$ cat config.mk
export PLATFORM = sky130hd
export DESIGN_NAME = drlr_ctrl
export DESIGN_NICKNAME = d
export VERILOG_FILES = /design/src/hdl/drlr_pkg.sv /design/src/hdl/drlr_ctrl.sv
export SDC_FILE = /design/constraint.sdc
export NUM_CORES = 1
export LEC_CHECK = 0
export BUFFER_PORTS_ARGS = -buffer_cell sky130_fd_sc_hd__buf_4
export CORE_MARGIN = 2
export CORE_UTILIZATION = 40
export CTS_CLUSTER_DIAMETER = 150
export DETAILED_ROUTE_END_ITERATION = 8
export PLACE_DENSITY = 0.75
export SLEW_MARGIN = 40
export SYNTH_ARGS = -nofsm -noshare
export SYNTH_HDL_FRONTEND = slang
export SYNTH_SLANG_ARGS = --single-unit
$ cat constraint.sdc
create_clock -name i_clk -period 2.4 [get_ports i_clk]
set_input_delay 0.36 -clock i_clk [delete_from_list [all_inputs] [get_ports i_clk]]
set_output_delay 0.36 -clock i_clk [all_outputs]
set_load 0.03 [all_outputs]
$ cat src/hdl/drlr_pkg.sv
`timescale 1ns / 1ps
package drlr_pkg;

    localparam int MAX_TOKENS = 64;
    localparam int IDX_W      = $clog2(MAX_TOKENS);
    localparam int CNT_W      = $clog2(MAX_TOKENS + 1);
    localparam int DUR_W      = 16;
    localparam int TGT_W      = 24;
    localparam int TOT_W      = 22;
    localparam int PROD_W     = TGT_W + DUR_W;
    localparam int SUM_W      = TGT_W + IDX_W + 1;
    localparam int BIT_W      = $clog2(PROD_W + 1);

    typedef enum logic [1:0] {
        ST_OK   = 2'd0,
        ST_ZERO = 2'd1,
        ST_OVF  = 2'd2
    } t_status;

    typedef enum logic [3:0] {
        S_LOAD, S_CHECK, S_RD, S_MUL, S_DIV, S_WR, S_DIFF,
        S_SC_RD, S_SC_CMP, S_PICK, S_EM_RD, S_EM_OUT, S_ERR
    } t_state;

    typedef struct packed {
        logic load;
        logic chk;
        logic rd;
        logic mul;
        logic div;
        logic wr;
        logic diff;
        logic sc_rd;
        logic sc_cmp;
        logic pick;
        logic em_rd;
        logic em_next;
        logic clr;
    } t_cmd;

    typedef struct packed {
        logic in_last;
        logic err;
        logic div_done;
        logic idx_last;
        logic diff_zero;
        logic j_last;
        logic pk_last;
    } t_stat;

endpackage

$ cat src/hdl/drlr_ctrl.sv
`timescale 1ns / 1ps
module drlr_ctrl (
    input  logic             i_clk,
    input  logic             i_rst_n,
    input  logic             i_in_valid,
    input  logic             i_out_ready,
    input  drlr_pkg::t_stat  i_stat,
    output drlr_pkg::t_cmd   o_cmd,
    output logic             o_in_ready,
    output logic             o_out_valid
);

    drlr_pkg::t_state r_state;
    drlr_pkg::t_state n_state;

    always_ff @(posedge i_clk) begin
        if (!i_rst_n) begin
            r_state <= drlr_pkg::S_LOAD;
        end else begin
            r_state <= n_state;
        end
    end

    always_comb begin
        n_state     = r_state;
        o_cmd       = '0;
        o_in_ready  = 1'b0;
        o_out_valid = 1'b0;
        unique case (r_state)
            drlr_pkg::S_LOAD: begin
                o_in_ready = 1'b1;
                if (i_in_valid) begin
                    o_cmd.load = 1'b1;
                    if (i_stat.in_last) n_state = drlr_pkg::S_CHECK;
                end
            end
            drlr_pkg::S_CHECK: begin
                o_cmd.chk = 1'b1;
                n_state = i_stat.err ? drlr_pkg::S_ERR : drlr_pkg::S_RD;
            end
            drlr_pkg::S_RD: begin
                o_cmd.rd = 1'b1;
                n_state = drlr_pkg::S_MUL;
            end
            drlr_pkg::S_MUL: begin
                o_cmd.mul = 1'b1;
                n_state = drlr_pkg::S_DIV;
            end
            drlr_pkg::S_DIV: begin
                o_cmd.div = 1'b1;
                if (i_stat.div_done) n_state = drlr_pkg::S_WR;
            end
            drlr_pkg::S_WR: begin
                o_cmd.wr = 1'b1;
                n_state = i_stat.idx_last ? drlr_pkg::S_DIFF : drlr_pkg::S_RD;
            end
            drlr_pkg::S_DIFF: begin
                o_cmd.diff = 1'b1;
                n_state = i_stat.diff_zero ? drlr_pkg::S_EM_RD : drlr_pkg::S_SC_RD;
            end
            drlr_pkg::S_SC_RD: begin
                o_cmd.sc_rd = 1'b1;
                n_state = drlr_pkg::S_SC_CMP;
            end
            drlr_pkg::S_SC_CMP: begin
                o_cmd.sc_cmp = 1'b1;
                n_state = i_stat.j_last ? drlr_pkg::S_PICK : drlr_pkg::S_SC_RD;
            end
            drlr_pkg::S_PICK: begin
                o_cmd.pick = 1'b1;
                n_state = i_stat.pk_last ? drlr_pkg::S_EM_RD : drlr_pkg::S_SC_RD;
            end
            drlr_pkg::S_EM_RD: begin
                o_cmd.em_rd = 1'b1;
                n_state = drlr_pkg::S_EM_OUT;
            end
            drlr_pkg::S_EM_OUT: begin
                o_out_valid = 1'b1;
                if (i_out_ready) begin
                    o_cmd.em_next = 1'b1;
                    if (i_stat.idx_last) begin
                        o_cmd.clr = 1'b1;
                        n_state = drlr_pkg::S_LOAD;
                    end else begin
                        n_state = drlr_pkg::S_EM_RD;
                    end
                end
            end
            drlr_pkg::S_ERR: begin
                o_out_valid = 1'b1;
                if (i_out_ready) begin
                    o_cmd.clr = 1'b1;
                    n_state = drlr_pkg::S_LOAD;
                end
            end
            default: n_state = drlr_pkg::S_LOAD;
        endcase
    end

    a_no_overlap: assert property (@(posedge i_clk) disable iff (!i_rst_n)
        !(o_in_ready && o_out_valid))
        else $error("input and output open together");

    a_last_stops_load: assert property (@(posedge i_clk) disable iff (!i_rst_n)
        (i_in_valid && o_in_ready && i_stat.in_last) |=> !o_in_ready)
        else $error("load continued after last transfer");

    a_cmd_excl: assert property (@(posedge i_clk) disable iff (!i_rst_n)
        $onehot0({o_cmd.load, o_cmd.div, o_cmd.wr, o_cmd.pick, o_cmd.sc_cmp}))
        else $error("conflicting datapath commands");

endmodule

# Word level (Yosys, flattened, before mapping)
# Cells that the tools add are included.
[totals]
ram_bits = 0
ff_bits = 4
latch_bits = 0
romBits = 0
elab_cells = 52
inputBits = 11
mem_count = 0
[classes]
bitwise_logic = 0
n_mux = 31
n_eq_ne = 17
div = 0
reduce_logical = 3
n_lt_le_gt_ge = 0
n_mul = 0
n_addsub = 0
shift = 0
[ops]
columns = ["cell", "n"]
rows = [
  ["one-hot mux 4 bit (13 select lines)", 1],
  ["2-to-1 mux 4 bit", 10],
  ["equality test 4 bit (second input constant)", 5],
  ["2-to-1 mux 1 bit", 17],
  ["equality test 4 x 3 -> 1 bit (second input constant)", 4],
  ["inequality test 2 bit (second input constant)", 5],
  ["equality test 4 x 2 -> 1 bit (second input constant)", 2],
  ["AND reduction 5 bit", 1],
  ["equality test 4 x 1 -> 1 bit (second input constant)", 1],
  ["logical NOT 4 bit", 1],
  ["2-to-1 mux 3 bit", 1],
  ["2-to-1 mux 2 bit", 1],
  ["one-hot mux 1 bit (2 select lines)", 1],
  ["OR reduction 2 bit", 1],
]

# Logic depth before layout (Yosys ltp)
[logic_depth]
word_depth = 3
mapped_depth = 6

# Worst setup path after synthesis
# OpenSTA, ideal clock, no wires.
[synth_path]
path_kind = "register to output"
from = "register r_state[0]"
to = "output port o_cmd[12] (netlist name)"
path_stages_with_launch = 4
n_path_buf = 1
t_required_ps = 2040
setup_slack_ps = 447
arrival_time_ps = 1593
path_cell_list = "dfxtp_1 > buf_2 > nor4_2 > and2_1"
[synth_lines]
columns = ["element", "line_no", "text"]
rows = [
  ["start, declared", "drlr_ctrl.sv:13", "drlr_pkg::t_state r_state;"],
  ["start signal, assigned", "drlr_ctrl.sv:18", "r_state <= drlr_pkg::S_LOAD;"],
  ["start signal, assigned", "drlr_ctrl.sv:20", "r_state <= n_state;"],
  ["end, declared", "drlr_ctrl.sv:8", "output drlr_pkg::t_cmd o_cmd,"],
]

==> run summary <==
SETUP PATH
-------------------------------------------------------------------------------------
Worst r2r path cells ...................................................            4
Setup Crit Path Kind ...................................................   reg -> out
Critical Path Start Type ...............................................    flip-flop
Worst reg2reg path startpoint .......................................... r_state[2]$_SDFFE_PN0P_
Timing endpoint of the critical path ...................................     o_cmd[8]
Capture instance of the worst register-to-register path ................ r_state[1]$_SDFFE_PN0P_
Worst setup startpoint ................................................. r_state[2]$_SDFFE_PN0P_
Critical Path Sink Type ................................................ primary output
Critical path data arrival time ........................................      1.72 ns
Peak fanout along the critical path ....................................           23
Flop2flop setup slack ..................................................      0.57 ns
Required @ worst endpoint ..............................................      2.04 ns

PWR
-------------------------------------------------------------------------------------
Largest vdd supply drop ................................................     513.5 uV
Power density normalized to cell area ..................................  1005 nW/um2
Leakage power figure ...................................................    0.3420 nW
Overall power consumption ..............................................     743.5 uW

DRT
-------------------------------------------------------------------------------------
Routed wirelength normalized by instance count .........................     11.20 um
Pre-antenna DRT Iters ..................................................            4
Via count ..............................................................          632
Routed via count divided by cell count .................................        5.402
Total wire length after detailed routing ...............................     1.310 mm
Remaining antenna violation count ......................................            0
DRC violation count after routing ......................................            0
Count of routing violations after the opening detailed-route iteration .           14

LAYOUT
-------------------------------------------------------------------------------------
Final core utilization .................................................       58.28%
Antenna diode instance count ...........................................            0
Post-synthesis to final-layout area growth .............................       37.76%
Largest register FFs ...................................................            4
Final non-filler cell total ............................................          117
Register with the most flip-flops ......................................      r_state
Largest registers ......................................................  r_state (4)
Commonest non-fill, non-tap cell in the layout ......................... sky130_fd_sc_hd__buf_4
Top library cells by usage in the layout, fill and taps aside .......... sky130_fd_sc_hd__buf_4 (26), sky130_fd_sc_hd__nor2_1 (8), sky130_fd_sc_hd__nand2_1 (8)
Layout Cell Area excl Fill .............................................    739.5 um2
Layout net count .......................................................          115
Share of cells above drive strength 1 ..................................       30.39%

CLOCK TREE
-------------------------------------------------------------------------------------
Resize count post-CTS ..................................................            0
CTS tree ...............................................................         done
Worst-case clock buffer depth ..........................................            2
Root buffer cell ....................................................... sky130_fd_sc_hd__clkbuf_4
Clock latency reported for the late side of the worst-skew pair ........      0.24 ns
Clk slew on worst S/H paths ............................................      0.04 ns
Hold-fix buffers at CTS ................................................            0
Number of clock sinks seen by CTS ......................................            4
Total CTS buffers ......................................................            3
Post-CTS Repair Setup Buffers ..........................................            0
H-tree level count .....................................................            1

YOSYS
-------------------------------------------------------------------------------------
Post-synth EDFFs .......................................................            0
Number of register bits inferred by synthesis ..........................            4
Netlist cell types .....................................................           29
Net count after synthesis ..............................................           91
Mean Syn Cell Area .....................................................    6.710 um2
Primary flip-flop cell chosen by synthesis mapping ..................... sky130_fd_sc_hd__dfxtp_1
Total of warnings raised by yosys ......................................            0
Gate count of the mapped netlist .......................................           80
Async SR Flop Fraction .................................................           0%
Register area share after synthesis ....................................       14.92%
Post-Syn Area ..........................................................    536.8 um2

PLACED DESIGN
-------------------------------------------------------------------------------------
HPWL reported at the end of detailed placement .........................     948.8 um
Buffers added on ports .................................................           25
Gpl congestion .........................................................       0.7350
Number of cells in the design after placement ..........................          114
Pre-CTS setup slack ....................................................    0.5742 ns
Placed Instance Area ...................................................    716.9 um2

FLOORPLANNING
-------------------------------------------------------------------------------------
Horizontal die dimension ...............................................     40.63 um
Core footprint .........................................................     1269 um2
Std-Cell Rows ..........................................................           13
IO Pins ................................................................           26
Height of the die ......................................................     40.63 um
Die ar. ................................................................     1651 um2
Initial standard-cell utilization of the core ..........................       42.31%

TIMING
-------------------------------------------------------------------------------------
Number of max-slew violations in the final report ......................            0
Final clock skew .......................................................  0.007168 ns
Worst Setup Slack, final ...............................................    0.3191 ns
Setup-violating endpoint count in the final report .....................            0
Number of failing hold endpoints at the final stage ....................            0
RSZ-0062 raised after global routing ...................................           no
Upper clock frequency limit ............................................   0.4806 GHz
Worst-margin pin slew ..................................................    0.6754 ns
Max-slew headroom at the worst pin .....................................       54.91%
Total Neg Setup Slack ..................................................         0 ns
Hold_ws ................................................................    0.4214 ns
Final period utilization ...............................................       86.71%
Post-layout min period .................................................     2.081 ns

GLOBAL ROUTING
-------------------------------------------------------------------------------------
Remaining global-route overflow ........................................            0
Via count of the first global-routing pass .............................          451
Initial antenna violation count ........................................            0
Largest net degree at the start of global routing ......................           24
Wire length of the first global-routing pass ...........................     1.925 mm
Overall global routing resource usage ..................................       17.49%

FLOW RUN
-------------------------------------------------------------------------------------
# Max-Cap Violations ...................................................            0

HOLD PATH
-------------------------------------------------------------------------------------
WHS Path Cells .........................................................            3
Worst min-delay path class .............................................    in -> reg

RUN STATUS
-------------------------------------------------------------------------------------
Status ................................................................. finished, final reports clean

cell families (layout without fill, tap and decap cells):
| family | after synthesis | count (layout) | synth area share, % |
|---|---|---|---|
| multiplexers | 3 | 3 | 5.595 |
| AND/OR/NAND/NOR | 40 | 40 | 42.66 |
| flip-flops | 4 | 4 | 14.92 |
| buffers and inverters | 12 | 34 | 9.790 |
| AO/OA/AOI/OAI | 21 | 21 | 27.04 |
critical path, stage by stage, from the launching register on:
cell	delay (ns)
sky130_fd_sc_hd__dfxtp_1	0.75
sky130_fd_sc_hd__or4b_1	0.52
sky130_fd_sc_hd__inv_1	0.07
sky130_fd_sc_hd__buf_4	0.15
synthesized netlist by cell type, types with 2 or more instances:
cell	number	area share [%]
sky130_fd_sc_hd__nor2b_1	3	3.5
sky130_fd_sc_hd__o22ai_1	5	5.8
sky130_fd_sc_hd__dfxtp_1	4	15
sky130_fd_sc_hd__nand2_1	8	5.6
sky130_fd_sc_hd__and3_1	2	2.3
sky130_fd_sc_hd__inv_1	5	3.5
sky130_fd_sc_hd__a21o_1	2	2.8
sky130_fd_sc_hd__nand4b_1	2	3.3
sky130_fd_sc_hd__a2bb2oi_1	2	3.3
sky130_fd_sc_hd__nand2b_1	6	7.0
sky130_fd_sc_hd__buf_2	6	5.6
sky130_fd_sc_hd__a21oi_1	4	3.7
sky130_fd_sc_hd__nor2_1	8	5.6
sky130_fd_sc_hd__and2_1	2	2.3
sky130_fd_sc_hd__nor3_1	4	3.7
sky130_fd_sc_hd__mux2i_1	3	5.6
sky130_fd_sc_hd__o32ai_1	2	3.3
layout make-up:
type	count	area, um2
sequential	4	80.08
clock buffer	3	22.52
inverter	5	18.77
timing repair buffer	26	195.2
tap	15	18.77
multi-input combinational	64	404.1
fill	121	529.3
routing by layer:
| metal | track usage [%] | share of wire, % |
|---|---|---|
| met1 | 23.86 | 46 |
| met2 | 27.78 | 48 |
| met3 | 3.261 | 5.6 |
| met4 | 5.000 | 0 |
| met5 | 0 | 0 |
where the power goes:
part / internal, mW / switching [mW]
Sequential: 0.0879 / 0.0995
Clock: 0.0560 / 0.0288
Combinational: 0.221 / 0.251
Total: 0.365 / 0.379
worst min path at each step:
stage | endpoint | slack [ns] | from
after CTS | r_state[2]$_SDFFE_PN0P_ | 0.41 | i_rst_n
after global placement | r_state[2]$_SDFFE_PN0P_ | 0.66 | i_rst_n
after floorplan | r_state[2]$_SDFFE_PN0P_ | 0.52 | i_rst_n
after global routing | r_state[2]$_SDFFE_PN0P_ | 0.42 | i_rst_n
after detailed placement | r_state[2]$_SDFFE_PN0P_ | 0.67 | i_rst_n
final | r_state[2]$_SDFFE_PN0P_ | 0.42 | i_rst_n
Power figures use the tool's default switching activity.
